`config.mk`:
```
export PLATFORM = sky130hd
export DESIGN_NAME = nmea_sentence_checker_top
export DESIGN_NICKNAME = d
export VERILOG_FILES = /design/src/hdl/nsc_pkg.sv /design/src/hdl/nsc_parser.sv /design/src/hdl/nsc_result.sv /design/src/hdl/nmea_sentence_checker_top.sv
export SDC_FILE = /design/constraint.sdc
export NUM_CORES = 1
export LEC_CHECK = 0
export ABC_AREA = 1
export BUFFER_PORTS_ARGS = -buffer_cell sky130_fd_sc_hd__buf_2
export CAP_MARGIN = 20
export CORE_MARGIN = 2
export CORE_UTILIZATION = 40
export DETAILED_ROUTE_END_ITERATION = 8
export REMOVE_ABC_BUFFERS = 1
export SYNTH_ARGS = -nofsm -noshare
export SYNTH_HDL_FRONTEND = slang
export SYNTH_SLANG_ARGS = --single-unit
```
`constraint.sdc`:
```
create_clock -name clk -period 6.27 [get_ports clk]
set_input_delay 0.627 -clock clk [delete_from_list [all_inputs] [get_ports clk]]
set_output_delay 0.627 -clock clk [all_outputs]
set_load 0.05 [all_outputs]
```
`src/hdl/nsc_pkg.sv`:
```
// ----------------------------------------------------------------------------
// nsc_pkg: shared types, constants and functions of the NMEA sentence checker
// Holds the parser state record, the raw result record and the small
// character and digit helpers used by the parser and the result stage.
// ----------------------------------------------------------------------------
package nsc_pkg;

	localparam logic [7:0] CH_DOLLAR = 8'h24;
	localparam logic [7:0] CH_STAR   = 8'h2A;
	localparam logic [7:0] CH_COMMA  = 8'h2C;
	localparam logic [7:0] CH_ZERO   = 8'h30;
	localparam logic [7:0] CH_NINE   = 8'h39;
	localparam logic [7:0] CH_UA     = 8'h41;
	localparam logic [7:0] CH_UF     = 8'h46;
	localparam logic [7:0] CH_LA     = 8'h61;
	localparam logic [7:0] CH_LF     = 8'h66;

	localparam logic [1:0] KIND_UNKNOWN = 2'd0;
	localparam logic [1:0] KIND_GGA     = 2'd1;
	localparam logic [1:0] KIND_RMC     = 2'd2;

	// Field numbers of the comma-separated body that carry data.
	localparam logic [3:0] FLD_ADDRESS = 4'd0;
	localparam logic [3:0] FLD_TIME    = 4'd1;
	localparam logic [3:0] FLD_STATUS  = 4'd2;
	localparam logic [3:0] FLD_QUALITY = 4'd6;
	localparam logic [3:0] FLD_SATS    = 4'd7;
	localparam logic [3:0] FLD_DATE    = 4'd9;

	localparam logic [3:0] ADDR_LEN  = 4'd5;
	localparam logic [3:0] COUNT_MAX = 4'd15;
	localparam logic [6:0] INT_MAX   = 7'd99;
	localparam logic [6:0] YEAR_WRAP = 7'd90;
	localparam logic [7:0] YEAR_ADD  = 8'd100;

	typedef struct packed {
		logic        in_sentence;
		logic [7:0]  xor_sum;
		logic        after_star;
		logic [1:0]  hex_digits_seen;
		logic [7:0]  sent_checksum;
		logic [3:0]  field_number;
		logic [3:0]  char_in_field;
		logic [1:0]  kind_match;      // bit 0 GGA still possible, bit 1 RMC
		logic        past_point;
		logic [23:0] time_digits;
		logic [23:0] date_digits;
		logic [6:0]  quality_value;
		logic [6:0]  satellite_value;
		logic        status_active;
	} parser_state_t;

	// Everything the result stage needs to format one sentence.
	typedef struct packed {
		logic [1:0]  kind;
		logic        checksum_ok;
		logic [23:0] time_digits;
		logic [23:0] date_digits;
		logic [6:0]  quality_value;
		logic [6:0]  satellite_value;
		logic        status_active;
	} raw_result_t;

	function automatic parser_state_t open_state();
		parser_state_t s;
		s                 = '0;
		s.in_sentence     = 1'b1;
		s.kind_match      = 2'b11;
		return s;
	endfunction

	function automatic parser_state_t idle_state();
		parser_state_t s;
		s             = open_state();
		s.in_sentence = 1'b0;
		return s;
	endfunction

	function automatic logic is_digit(input logic [7:0] b);
		return (b >= CH_ZERO) && (b <= CH_NINE);
	endfunction

	// Bit 4 flags a valid hex digit, bits 3:0 hold its value.
	function automatic logic [4:0] hex_value(input logic [7:0] b);
		logic [4:0] r;
		r = 5'd0;
		if (is_digit(b)) begin
			r = {1'b1, b[3:0]};
		end else if ((b >= CH_UA) && (b <= CH_UF)) begin
			r = {1'b1, 4'(b - CH_UA + 8'd10)};
		end else if ((b >= CH_LA) && (b <= CH_LF)) begin
			r = {1'b1, 4'(b - CH_LA + 8'd10)};
		end
		return r;
	endfunction

	function automatic logic [7:0] gga_char(input logic [2:0] idx);
		logic [7:0] c;
		case (idx)
			3'd0:    c = 8'h47; // G
			3'd1:    c = 8'h50; // P
			3'd2:    c = 8'h47; // G
			3'd3:    c = 8'h47; // G
			3'd4:    c = 8'h41; // A
			default: c = 8'h00;
		endcase
		return c;
	endfunction

	function automatic logic [7:0] rmc_char(input logic [2:0] idx);
		logic [7:0] c;
		case (idx)
			3'd0:    c = 8'h47; // G
			3'd1:    c = 8'h50; // P
			3'd2:    c = 8'h52; // R
			3'd3:    c = 8'h4D; // M
			3'd4:    c = 8'h43; // C
			default: c = 8'h00;
		endcase
		return c;
	endfunction

	// Accumulate one decimal digit, saturating at 99.
	function automatic logic [6:0] add_count(input logic [6:0] v, input logic [3:0] d);
		logic [9:0] n;
		n = ({3'd0, v} << 3) + ({3'd0, v} << 1) + {6'd0, d};
		return (n > 10'(INT_MAX)) ? INT_MAX : n[6:0];
	endfunction

	// Two BCD digits to a binary value.
	function automatic logic [6:0] digit_pair(input logic [7:0] bcd);
		logic [6:0] hi;
		hi = {3'd0, bcd[7:4]};
		return (hi << 3) + (hi << 1) + {3'd0, bcd[3:0]};
	endfunction

endpackage

```
`src/hdl/nsc_parser.sv`:
```
// ----------------------------------------------------------------------------
// nsc_parser: per-character sentence state and its update
// Holds the sentence state, folds one character into it per step and raises
// a result strobe with the raw fields when a sentence ends.
// ----------------------------------------------------------------------------
module nsc_parser import nsc_pkg::*; (
	input  logic        clk,
	input  logic        arst_n,
	input  logic        step,
	input  logic [7:0]  char_in,
	output logic        emit,
	output raw_result_t raw
);

	parser_state_t state_q;
	parser_state_t state_d;
	logic          emit_c;
	logic [4:0]    hex;
	logic [7:0]    sum_check;

	always_comb begin
		state_d   = state_q;
		emit_c    = 1'b0;
		hex       = hex_value(char_in);
		sum_check = state_q.sent_checksum;
		if (!state_q.in_sentence) begin
			if (char_in == CH_DOLLAR) begin
				state_d = open_state();
			end
		end else if (state_q.after_star) begin
			if (hex[4]) begin
				sum_check               = {state_q.sent_checksum[3:0], hex[3:0]};
				state_d.sent_checksum   = sum_check;
				state_d.hex_digits_seen = state_q.hex_digits_seen + 2'd1;
				if (state_q.hex_digits_seen != 2'd0) begin
					emit_c              = 1'b1;
					state_d.in_sentence = 1'b0;
				end
			end else begin
				// A non-hex byte closes the sentence; a dollar opens the next one.
				emit_c              = 1'b1;
				state_d.in_sentence = 1'b0;
				if (char_in == CH_DOLLAR) begin
					state_d = open_state();
				end
			end
		end else if (char_in == CH_DOLLAR) begin
			state_d = open_state();
		end else if (char_in == CH_STAR) begin
			if ((state_q.field_number == FLD_ADDRESS) && (state_q.char_in_field != ADDR_LEN)) begin
				state_d.kind_match = 2'b00;
			end
			state_d.after_star = 1'b1;
		end else begin
			state_d.xor_sum = state_q.xor_sum ^ char_in;
			if (char_in == CH_COMMA) begin
				if ((state_q.field_number == FLD_ADDRESS) &&
					(state_q.char_in_field != ADDR_LEN)) begin
					state_d.kind_match = 2'b00;
				end
				if (state_q.field_number != COUNT_MAX) begin
					state_d.field_number = state_q.field_number + 4'd1;
				end
				state_d.char_in_field = 4'd0;
				state_d.past_point    = 1'b0;
			end else begin
				case (state_q.field_number)
					FLD_ADDRESS: begin
						if (state_q.char_in_field < ADDR_LEN) begin
							if (char_in != gga_char(state_q.char_in_field[2:0])) begin
								state_d.kind_match[0] = 1'b0;
							end
							if (char_in != rmc_char(state_q.char_in_field[2:0])) begin
								state_d.kind_match[1] = 1'b0;
							end
						end else begin
							state_d.kind_match = 2'b00;
						end
					end
					FLD_TIME: begin
						if (!state_q.past_point) begin
							if (is_digit(char_in)) begin
								state_d.time_digits = {state_q.time_digits[19:0], char_in[3:0]};
							end else begin
								state_d.past_point = 1'b1;
							end
						end
					end
					FLD_STATUS: begin
						if (state_q.char_in_field == 4'd0) begin
							state_d.status_active = (char_in == CH_UA);
						end
					end
					FLD_QUALITY: begin
						if (!state_q.past_point) begin
							if (is_digit(char_in)) begin
								state_d.quality_value = add_count(state_q.quality_value,
									char_in[3:0]);
							end else begin
								state_d.past_point = 1'b1;
							end
						end
					end
					FLD_SATS: begin
						if (!state_q.past_point) begin
							if (is_digit(char_in)) begin
								state_d.satellite_value = add_count(state_q.satellite_value,
									char_in[3:0]);
							end else begin
								state_d.past_point = 1'b1;
							end
						end
					end
					FLD_DATE: begin
						if (!state_q.past_point) begin
							if (is_digit(char_in)) begin
								state_d.date_digits = {state_q.date_digits[19:0], char_in[3:0]};
							end else begin
								state_d.past_point = 1'b1;
							end
						end
					end
					default: begin
					end
				endcase
				if (state_q.char_in_field != COUNT_MAX) begin
					state_d.char_in_field = state_q.char_in_field + 4'd1;
				end
			end
		end
	end

	always_comb begin
		raw.kind            = state_q.kind_match[0] ? KIND_GGA :
		                      (state_q.kind_match[1] ? KIND_RMC : KIND_UNKNOWN);
		raw.checksum_ok     = (state_q.xor_sum == sum_check);
		raw.time_digits     = state_q.time_digits;
		raw.date_digits     = state_q.date_digits;
		raw.quality_value   = state_q.quality_value;
		raw.satellite_value = state_q.satellite_value;
		raw.status_active   = state_q.status_active;
	end

	assign emit = step && emit_c;

	always_ff @(posedge clk or negedge arst_n) begin
		if (!arst_n) begin
			state_q <= idle_state();
		end else if (step) begin
			state_q <= state_d;
		end
	end

	// Two hex digits always close the sentence.
	a_hex_count: assert property (@(posedge clk) disable iff (!arst_n)
		state_q.in_sentence |-> (state_q.hex_digits_seen != 2'd2))
		else $error("open sentence holds two checksum digits");

	// An address can never match both sentence names once it is closed.
	a_kind_excl: assert property (@(posedge clk) disable iff (!arst_n)
		(state_q.in_sentence && state_q.after_star) |-> (state_q.kind_match != 2'b11))
		else $error("address matched both sentence kinds");

	// After a result the sentence is either closed or freshly opened.
	a_emit_close: assert property (@(posedge clk) disable iff (!arst_n)
		emit |=> (!state_q.in_sentence ||
		          (state_q.field_number == 4'd0 && state_q.xor_sum == 8'd0)))
		else $error("sentence state survived a result");

endmodule

```
`src/hdl/nsc_result.sv`:
```
// ----------------------------------------------------------------------------
// nsc_result: result formatting and output register
// Turns the raw BCD and count fields into the result item and holds it
// until the receiver takes it.
// ----------------------------------------------------------------------------
module nsc_result import nsc_pkg::*; (
	input  logic        clk,
	input  logic        arst_n,
	input  logic        load,
	input  raw_result_t raw,
	input  logic        out_ready,
	output logic        out_valid,
	output logic [1:0]  sentence_kind,
	output logic        checksum_ok,
	output logic [6:0]  hour,
	output logic [6:0]  minute,
	output logic [6:0]  second,
	output logic        rmc_active,
	output logic [6:0]  day,
	output logic [7:0]  month_index,
	output logic [7:0]  year_offset,
	output logic [6:0]  fix_quality,
	output logic [6:0]  satellites
);

	logic       out_valid_q;
	logic [1:0] kind_q;
	logic       ok_q;
	logic [6:0] hour_q, minute_q, second_q, day_q, quality_q, sats_q;
	logic       active_q;
	logic [7:0] month_q, year_q;
	logic       known, is_gga, rmc_date;
	logic [6:0] year_pair;

	assign known     = (raw.kind != KIND_UNKNOWN);
	assign is_gga    = (raw.kind == KIND_GGA);
	assign rmc_date  = (raw.kind == KIND_RMC) && raw.status_active;
	assign year_pair = digit_pair(raw.date_digits[7:0]);

	always_ff @(posedge clk or negedge arst_n) begin
		if (!arst_n) begin
			out_valid_q <= 1'b0;
		end else if (load) begin
			out_valid_q <= 1'b1;
		end else if (out_ready) begin
			out_valid_q <= 1'b0;
		end
	end

	always_ff @(posedge clk) begin
		if (load) begin
			kind_q    <= raw.kind;
			ok_q      <= raw.checksum_ok;
			hour_q    <= known ? digit_pair(raw.time_digits[23:16]) : 7'd0;
			minute_q  <= known ? digit_pair(raw.time_digits[15:8]) : 7'd0;
			second_q  <= known ? digit_pair(raw.time_digits[7:0]) : 7'd0;
			quality_q <= is_gga ? raw.quality_value : 7'd0;
			sats_q    <= is_gga ? raw.satellite_value : 7'd0;
			active_q  <= rmc_date;
			day_q     <= rmc_date ? digit_pair(raw.date_digits[23:16]) : 7'd0;
			month_q   <= rmc_date ? ({1'b0, digit_pair(raw.date_digits[15:8])} - 8'd1) : 8'd0;
			year_q    <= rmc_date ? ((year_pair < YEAR_WRAP) ? ({1'b0, year_pair} + YEAR_ADD)
			                                                 : {1'b0, year_pair}) : 8'd0;
		end
	end

	assign out_valid     = out_valid_q;
	assign sentence_kind = kind_q;
	assign checksum_ok   = ok_q;
	assign hour          = hour_q;
	assign minute        = minute_q;
	assign second        = second_q;
	assign rmc_active    = active_q;
	assign day           = day_q;
	assign month_index   = month_q;
	assign year_offset   = year_q;
	assign fix_quality   = quality_q;
	assign satellites    = sats_q;

endmodule

```
`src/hdl/nmea_sentence_checker_top.sv`:
```
// ----------------------------------------------------------------------------
// nmea_sentence_checker_top: NMEA 0183 sentence checker
// Parses a character stream into one checked result item per sentence.
// ----------------------------------------------------------------------------
// Usage:
// The rx channel (rx_valid, rx_ready, rx_byte) takes one received character
// per item. A dollar sign opens a sentence; the body is XORed up to the star
// and compared with up to two hex digits after it. The out channel
// (out_valid, out_ready and the result fields) gives one item per sentence,
// carrying the sentence kind, the checksum verdict, the UTC time and the
// GGA or RMC specific fields.
// Throughput is one character per clock while results are taken; a held
// result with a waiting character stalls the input. A character is first
// captured in an input register; the parser then folds it into its state,
// and the result of a closing character is loaded into the output register
// on the same edge that the parser state is updated.
// Reset (arst_n low) drops any open sentence and empties both registers.
// When the receiver stalls, the result waits in the output register and the
// character behind it waits in the input register; rx_ready falls only while
// both are occupied and the result has not been taken.
// ----------------------------------------------------------------------------
module nmea_sentence_checker_top import nsc_pkg::*; (
	input  logic       clk,
	input  logic       arst_n,
	input  logic       rx_valid,
	output logic       rx_ready,
	input  logic [7:0] rx_byte,
	output logic       out_valid,
	input  logic       out_ready,
	output logic [1:0] sentence_kind,
	output logic       checksum_ok,
	output logic [6:0] hour,
	output logic [6:0] minute,
	output logic [6:0] second,
	output logic       rmc_active,
	output logic [6:0] day,
	output logic [7:0] month_index,
	output logic [7:0] year_offset,
	output logic [6:0] fix_quality,
	output logic [6:0] satellites
);

	logic        valid_s1;
	logic [7:0]  byte_s1;
	logic        advance;
	logic        step;
	logic        emit;
	raw_result_t raw;

	// The parser may take a character whenever the output register can
	// accept whatever result that character produces.
	assign advance  = !out_valid || out_ready;
	assign step     = valid_s1 && advance;
	assign rx_ready = !valid_s1 || advance;

	always_ff @(posedge clk or negedge arst_n) begin
		if (!arst_n) begin
			valid_s1 <= 1'b0;
		end else if (rx_ready) begin
			valid_s1 <= rx_valid;
		end
	end

	always_ff @(posedge clk) begin
		if (rx_ready && rx_valid) begin
			byte_s1 <= rx_byte;
		end
	end

	nsc_parser u_parser (
		.clk     (clk),
		.arst_n  (arst_n),
		.step    (step),
		.char_in (byte_s1),
		.emit    (emit),
		.raw     (raw)
	);

	nsc_result u_result (
		.clk           (clk),
		.arst_n        (arst_n),
		.load          (emit),
		.raw           (raw),
		.out_ready     (out_ready),
		.out_valid     (out_valid),
		.sentence_kind (sentence_kind),
		.checksum_ok   (checksum_ok),
		.hour          (hour),
		.minute        (minute),
		.second        (second),
		.rmc_active    (rmc_active),
		.day           (day),
		.month_index   (month_index),
		.year_offset   (year_offset),
		.fix_quality   (fix_quality),
		.satellites    (satellites)
	);

	// Input backpressure only comes from a held result with a waiting character.
	a_rx_stall: assert property (@(posedge clk) disable iff (!arst_n)
		!rx_ready |-> (valid_s1 && out_valid && !out_ready))
		else $error("rx stalled without a held result");

	// A result is only produced by a character the parser actually takes.
	a_emit_step: assert property (@(posedge clk) disable iff (!arst_n)
		emit |-> (valid_s1 && advance))
		else $error("result produced without a parser step");

	// A new result appears only when the previous one has been taken.
	a_no_overwrite: assert property (@(posedge clk) disable iff (!arst_n)
		(out_valid && !out_ready) |-> !emit)
		else $error("held result overwritten");

endmodule

```
==> results of run 1 <==
[through the flow]
| stage | cells | instance area [µm²] | utilization (%) | power [W] | setup slack [ns] |
|---|---|---|---|---|---|
| after floorplan | 1125 | 9889 | - | 0.001783 | 0.03337 |
| after global placement | 1535 | 10730 | 42.98 | 0.001983 | 3.170 |
| after detailed placement | 1535 | 10730 | 42.98 | 0.001985 | 3.018 |
| after CTS | 1567 | 11350 | 45.48 | 0.003110 | 3.007 |
| after global routing | 1567 | 11350 | 45.48 | 0.003262 | 2.598 |
| final | 1567 | 11350 | 45.48 | 0.003085 | 2.982 |
[how the worst max path moves through the flow]
stage | cells after the start | endpoint | start | slack [ns]
finish | 12 | u_parser.state_q[70] | byte_s1[1] | 2.98
global placement | 12 | u_parser.state_q[73] | byte_s1[0] | 3.17
CTS | 12 | u_parser.state_q[70] | byte_s1[1] | 3.01
detailed placement | 12 | u_parser.state_q[70] | byte_s1[1] | 3.02
floorplan | 9 | u_result.checksum_ok | byte_s1[1] | 0.03
global route | 14 | u_parser.state_q[68] | byte_s1[1] | 2.60
[cells in the mapped netlist (8+ instances only)]
cell type and count:
nand2_1 282, inv_1 121, dfrtp_1 94, nor2_1 92, nand3_1 89, ha_1 85, edfxtp_1 70, o21ai_0 61
a21oi_1 42, o21ai_1 38, nor3_1 20, xor2_1 17, fa_1 16, xnor2_1 16, clkbuf_1 15, buf_2 11
inv_2 8, nand4_1 8
[power by group through the flow]
stage	sequential [W]	combinational, W	clock (W)
detailed placement	0.00132	0.000669	0
finish	0.00130	0.000674	0.00111
global route	0.00131	0.000768	0.00118
floorplan	0.00131	0.000475	0
global placement	0.00132	0.000666	0
CTS	0.00130	0.000677	0.00114
[layout make-up]
type | count | share of cell area (%)
Clock buffer | 22 | 4.276
Clock inverter | 10 | 1.234
Inverter | 132 | 4.386
Multi-Input combinational cell | 827 | 43.12
Sequential cell | 166 | 39.69
Tap cell | 330 | 3.636
Timing Repair Buffer | 80 | 3.658
[state kept, by name, summed over array words and instances, names as in the netlist]
name                    flops
u_result.checksum_ok        1
u_result.rmc_active         1
u_result.day                7
u_result.hour               7
byte_s1                     8
u_result.sentence_kind      2
u_result.minute             7
u_parser.state_q           31
u_result.year_offset        8
u_result.out_valid          1
u_parser.raw               63
valid_s1                    1
u_result.second             7
u_result.month_index        8
u_result.satellites         7
u_result.fix_quality        7
[cells by family after synthesis]
family,after synthesis
and+or+nand+nor,529
AOI/OAI and AO/OA,164
xor gates and xnor gates,33
adders and majority gates,101
DFF,166
buffers and inverters,165
[placed cells by master, fill, tap and decap left out, types with 2 or more instances in the layout]
| cell | Yosys | routed |
|---|---|---|
| inv_1 | 121 | 121 |
| xnor2_1 | 16 | 16 |
| edfxtp_1 | 70 | 70 |
| nand4_1 | 8 | 8 |
| inv_2 | 8 | 8 |
| nand3_4 | 3 | 3 |
| dfrtp_1 | 94 | 94 |
| xor2_1 | 17 | 17 |
| nand2_4 | 4 | 4 |
| bufinv_16 | 0 | 3 |
| clkbuf_1 | 15 | 2 |
| or2_2 | 7 | 7 |
| buf_2 | 11 | 74 |
| o21ai_2 | 5 | 5 |
| clkinv_2 | 0 | 2 |
| nor4_1 | 3 | 3 |
| a31oi_1 | 5 | 5 |
| inv_4 | 1 | 3 |
| clkbuf_8 | 0 | 2 |
| clkinv_1 | 2 | 2 |
| o21ai_1 | 38 | 38 |
| o21ai_0 | 61 | 61 |
| nand2_1 | 282 | 282 |
| fa_1 | 16 | 16 |
| clkbuf_16 | 0 | 18 |
| a21oi_1 | 42 | 42 |
| nand3b_1 | 4 | 4 |
| nor3_1 | 20 | 19 |
| nand3_1 | 89 | 89 |
| dfstp_2 | 2 | 2 |
| buf_4 | 3 | 6 |
| nor2_4 | 2 | 2 |
| nor3b_1 | 4 | 4 |
| nand2_2 | 7 | 7 |
| ha_1 | 85 | 85 |
| nor2_1 | 92 | 92 |
| o211ai_1 | 4 | 4 |
| o22ai_1 | 3 | 3 |
[metal layers]
| layer | vias up | wire length, µm |
|---|---|---|
| met2 | 147 | 10450 |
| met1 | 3668 | 10030 |
| li1 | 3963 | - |
| met3 | 26 | 689 |
| met5 | - | 0 |
| met4 | 0 | 355 |
==> impl_metrics.ini, run 1 <==
[critical_path]
cp_top_family = simple AND/OR/NAND/NOR gates
critical_path.cell_chain = inv_1 -> ha_1 -> o21ai_0 -> nand2_1 -> nand2_2 -> nand3_4 -> nand2_4 -> inv_1 -> nor3_4 -> nand2_1 -> nand2_1 -> nand2_1
reg2reg_to = u_parser.state_q[70]
rr_worst_depth = 12
rrSetupSlack_ns = 2.98
path_max_fanout = 30
crit_type = reg -> reg
cp-end-kind = register
startpoint_type = register
crit_required_ns = 6.58
max_stage_delay_ns = 0.85
worst-path-buf-inv = 2
crit_arrival_ns = 3.60
slowest_stage = nor3_4
r2r-start = byte_s1[1]
cp_common_cell = nand2_1

[route]
drt_first_iter_violations = 492
drt_first_pass_iters = 5
wl_per_cell_um = 13.73
viasPerCell = 4.980
post-route-drc-count = 0
routed_wl_um = 21520
vias = 7804
ant_nets = 0

[floorplanning]
die_x_um = 162.7
design.portCount = 76
core-area_um2 = 24960
fp.dieArea_um2 = 26460
initial_core_util_pct = 40.33
die_h_um = 162.7
num_rows = 58

[timing]
rsz0062_at_grt = false
tightest_slew_ns = 1.008
slew_headroom_pct = 32.60
final-setup-viol-count = 0
fmax_mhz = 304.1
hold_viol_final = 0
finalClockSkew_ns = 0.009752
post-route-min-period_ns = 3.288
drv_slew = 0
fin_crit_sh_pct = 52.44
fin_hold_ws_ns = 0.2088
tns_ns = 0

[logic_synthesis]
synthSimpleGateAreaFrac_pct = 23.16
synthArstFlopShare_pct = 57.83
avgSynthCellArea_um2 = 8.695
yosys.area.top_type = dfrtp_1
synth_seq_cells = 166
ys.flop_type = dfrtp_1
synth_edf_count = 70
ys.warnings.count = 0
syn-instance-count = 1158
yosysTopAreaCellShare_pct = 23.36
synth_xor_xnor_area_share_pct = 2.871
yosys-mux-area-fraction_pct = 0
ys_seq_area_share_pct = 44.76
synth_top_family_by_area = simple AND/OR/NAND/NOR gates
synth.area.top_cells = dfrtp_1, edfxtp_1, ha_1
synthAdderAreaFrac_pct = 13.74
synth_cell_types = 45
synth_compound_area_share_pct = 8.736
synth_area_um2 = 10070

[clock_tree]
tritoncts = done
cts_made_buffers = 17
hold_buffers = 0
root_buffer = clkbuf_16
cts.sink_count = 166
post_cts_buffers = 0
path_clk_slew_ns = 0.06
clk_latency_ns = 0.43
htreeDepth = 4
ctsResizeCount = 0
clock_path_buffers = 2

[layout]
area_delta_synth_final_pct = 12.77
final_nets = 1337
multiInputGateArea_um2 = 4896
layout-drive-gt1-share_pct = 12.61
register_area_um2 = 4507
filler_cell_count = 2460
insertedDiodeCount = 0

[power]
p_int_w = 0.002089
power.clock.fraction_pct = 36.1
seq_power_share_pct = 42.0
power.leakage_nw = 5.574
peakVddDrop_mv = 0.1584
p_comb_share_pct = 21.8
p_sw_w = 0.0009964
swShare_pct = 32.30
p_per_area_nw_per_um2 = 271.7

[global_route]
grt_pass1_wl_um = 36710
grt_max_degree = 54
first_global_vias = 7609
grt_use_met3_pct = 2.623
antenna_found_initial = 0
gr-total-overflow = 0
grt_use_met1_pct = 22.51
gr-max-usage-layer = met2
grt_usage_pct = 17.26
grt_util_met2_pct = 29.46

[run]
maxCapViolCount = 0

[status]
outcome = finished clean

[place]
hpwl_um = 15470
portBuffers = 75
gp_congestion = 0.8653

[hold_path]
hold_path.class = in -> async
No activity file was read; power rests on OpenSTA's default activity.
==> run 2: changes to the inputs <==
==> constraint.sdc (replaced) <==
create_clock -name clk -period 3.1 [get_ports clk]
set_input_delay 0.31 -clock clk [delete_from_list [all_inputs] [get_ports clk]]
set_output_delay 0.31 -clock clk [all_outputs]
set_load 0.05 [all_outputs]
==> run 2 against run 1 <==
Critical path depth up 2. Non-clock buffer count up 18. Count of clock-buffer cells in the layout shrank 5. Clock power is 83% higher. Sequential share of layout area is 0.38 points lower. Die area is the same. Sequential power grew 98%. Routed wire length increased by 0.55%. Clock skew rose by 0.0046 ns. Fmax grew 12%. Combinational power grew 120%. Largest cell class unchanged. Largest power group unchanged. Highest routed layer unchanged.
==> impl_metrics.ini, run 2 (same netlist as run 1, synthesis figures left out) <==
[timing]
slew_headroom_pct = 34.57
tightest_slew_ns = 0.9815
rsz0062_at_grt = false
fin_ws_ns = 0.1645
finalClockSkew_ns = 0.01435
post-route-min-period_ns = 2.936
drv_slew = 0
fmax_mhz = 340.7
final-setup-viol-count = 0
fin_crit_sh_pct = 94.69
fin_hold_ws_ns = 0.01980
hold_viol_final = 0

[layout]
register_area_um2 = 4507
insertedDiodeCount = 0
filler_cell_count = 2470
area_delta_synth_final_pct = 13.87
final_common_cell = nand2_1
final_nets = 1355
final_cell_mix = nand2_1, inv_1, dfrtp_1, nor2_1, nand3_1
finish.utilization_pct = 45.93
layout-drive-gt1-share_pct = 13.78
multiInputGateArea_um2 = 4892
largest_register_ffs = 63
final_cells = 1585

[route]
drt_first_pass_iters = 7
drt_first_iter_violations = 497
post-route-drc-count = 0
viasPerCell = 4.919
ant_nets = 0
routed_wl_um = 21640
wl_per_cell_um = 13.65
vias = 7796

[clock_tree]
clock_path_buffers = 2
tritoncts = done
cts.sink_count = 166
hold_buffers = 0
cts_made_buffers = 17
htreeDepth = 4
clk_latency_ns = 0.44
path_clk_slew_ns = 0.07
post_cts_buffers = 0
root_buffer = clkbuf_16

[global_route]
grt_pass1_wl_um = 36780
first_global_vias = 7350
antenna_found_initial = 0
gr-total-overflow = 0
grt_max_degree = 75
grt_usage_pct = 17.39

[critical_path]
crit_arrival_ns = 3.12
crit_cells = 14
cp-end-kind = register
rrSetupSlack_ns = 0.16
cp_common_cell = nor2_1
slowest_stage = fa_1
max_stage_delay_ns = 0.58
rr_worst_depth = 14
worst-path-buf-inv = 2
path_max_fanout = 7
startpoint_type = register
cp_top_family = adder cells
crit_type = reg -> reg
crit_required_ns = 3.28
critical_path.cell_chain = fa_1 -> inv_1 -> fa_1 -> or2_2 -> nand2_1 -> nor2_1 -> inv_1 -> nor2_1 -> nor2_1 -> o21ai_0 -> nand2_2 -> nand2_1 -> o21ai_0 -> a21oi_1

[floorplanning]
fp.dieArea_um2 = 26460
die_h_um = 162.7
design.portCount = 76
num_rows = 58
die_x_um = 162.7
initial_core_util_pct = 40.33
core-area_um2 = 24960

[run]
maxCapViolCount = 0

[power]
power.leakage_nw = 5.646
p_per_area_nw_per_um2 = 530.5
peakVddDrop_mv = 0.3068

[hold_path]
hold_path.class = in -> async

[place]
dp_cells = 1553
hpwl_um = 15610
gp_congestion = 0.8980
portBuffers = 75
dp_worst_setup_slack_ns = 0.1433

[status]
outcome = finished clean
## run 2: cell count changes in the layout (fill, tap and decap cells not counted), sizes merged
cell,change
buf,+18
bufinv,-2
clkbuf,-5
clkinv,+6
inv,+1
## run 2: power breakdown
| group | internal, W | switching [W] | leakage, nW |
|---|---|---|---|
| Combinational | 0.000485 | 0.000986 | 3.35 |
| Clock | 0.00111 | 0.000920 | 0.272 |
| Sequential | 0.00243 | 0.000147 | 2.02 |
| Total | 0.00403 | 0.00205 | 5.65 |
## run 2: per-layer routing
layer | vias to the layer above | global-route usage [%] | part of all wire, %
met2 | 146 | 27.99 | 46
met5 | - | 0 | 0
li1 | 4007 | - | -
met4 | 0 | 5.511 | 1.7
met3 | 17 | 3.158 | 3.7
met1 | 3626 | 23.93 | 49
## run 2: worst paths after layout
check / start / end
hold / removal: arst_n / u_parser.raw[56]
setup reg to reg: u_parser.raw[18] / u_result.year_offset[4]
min in group clk: rx_byte[5] / byte_s1[5]
max in group asynchronous: arst_n / u_parser.state_q[66]
setup / recovery: u_parser.raw[18] / u_result.year_offset[4]
hold reg to reg: u_parser.state_q[63] / u_parser.state_q[63]
## run 2: area by class of cell
cell class | instances | share of cell area [%]
inverters | 132 | 4.344
flip-flops and latches | 166 | 39.31
clock inverters | 15 | 1.124
multi-input cells | 827 | 42.67
repair buffers | 98 | 5.238
well taps | 330 | 3.601
clock buffers | 17 | 3.711
## run 2: what timing repair did
item | 4_1_cts | 5_1_grt
resized for setup | 0 | 1
endpoints found under the setup margin | 0 | 4
endpoints found under the hold margin | 0 | 0
## run 2: stage by stage
| step | total power [W] | setup TNS [ns] | instance area [µm²] |
|---|---|---|---|
| 2_1_floorplan | 0.003606 | -194.47 | 9889 |
| 3_3_place_gp | 0.004077 | 0 | 10910 |
| 3_5_place_dp | 0.004089 | 0 | 10910 |
| 4_1_cts | 0.006138 | 0 | 11460 |
| 5_1_grt | 0.006454 | 0 | 11460 |
| 6_report | 0.006082 | 0 | 11460 |
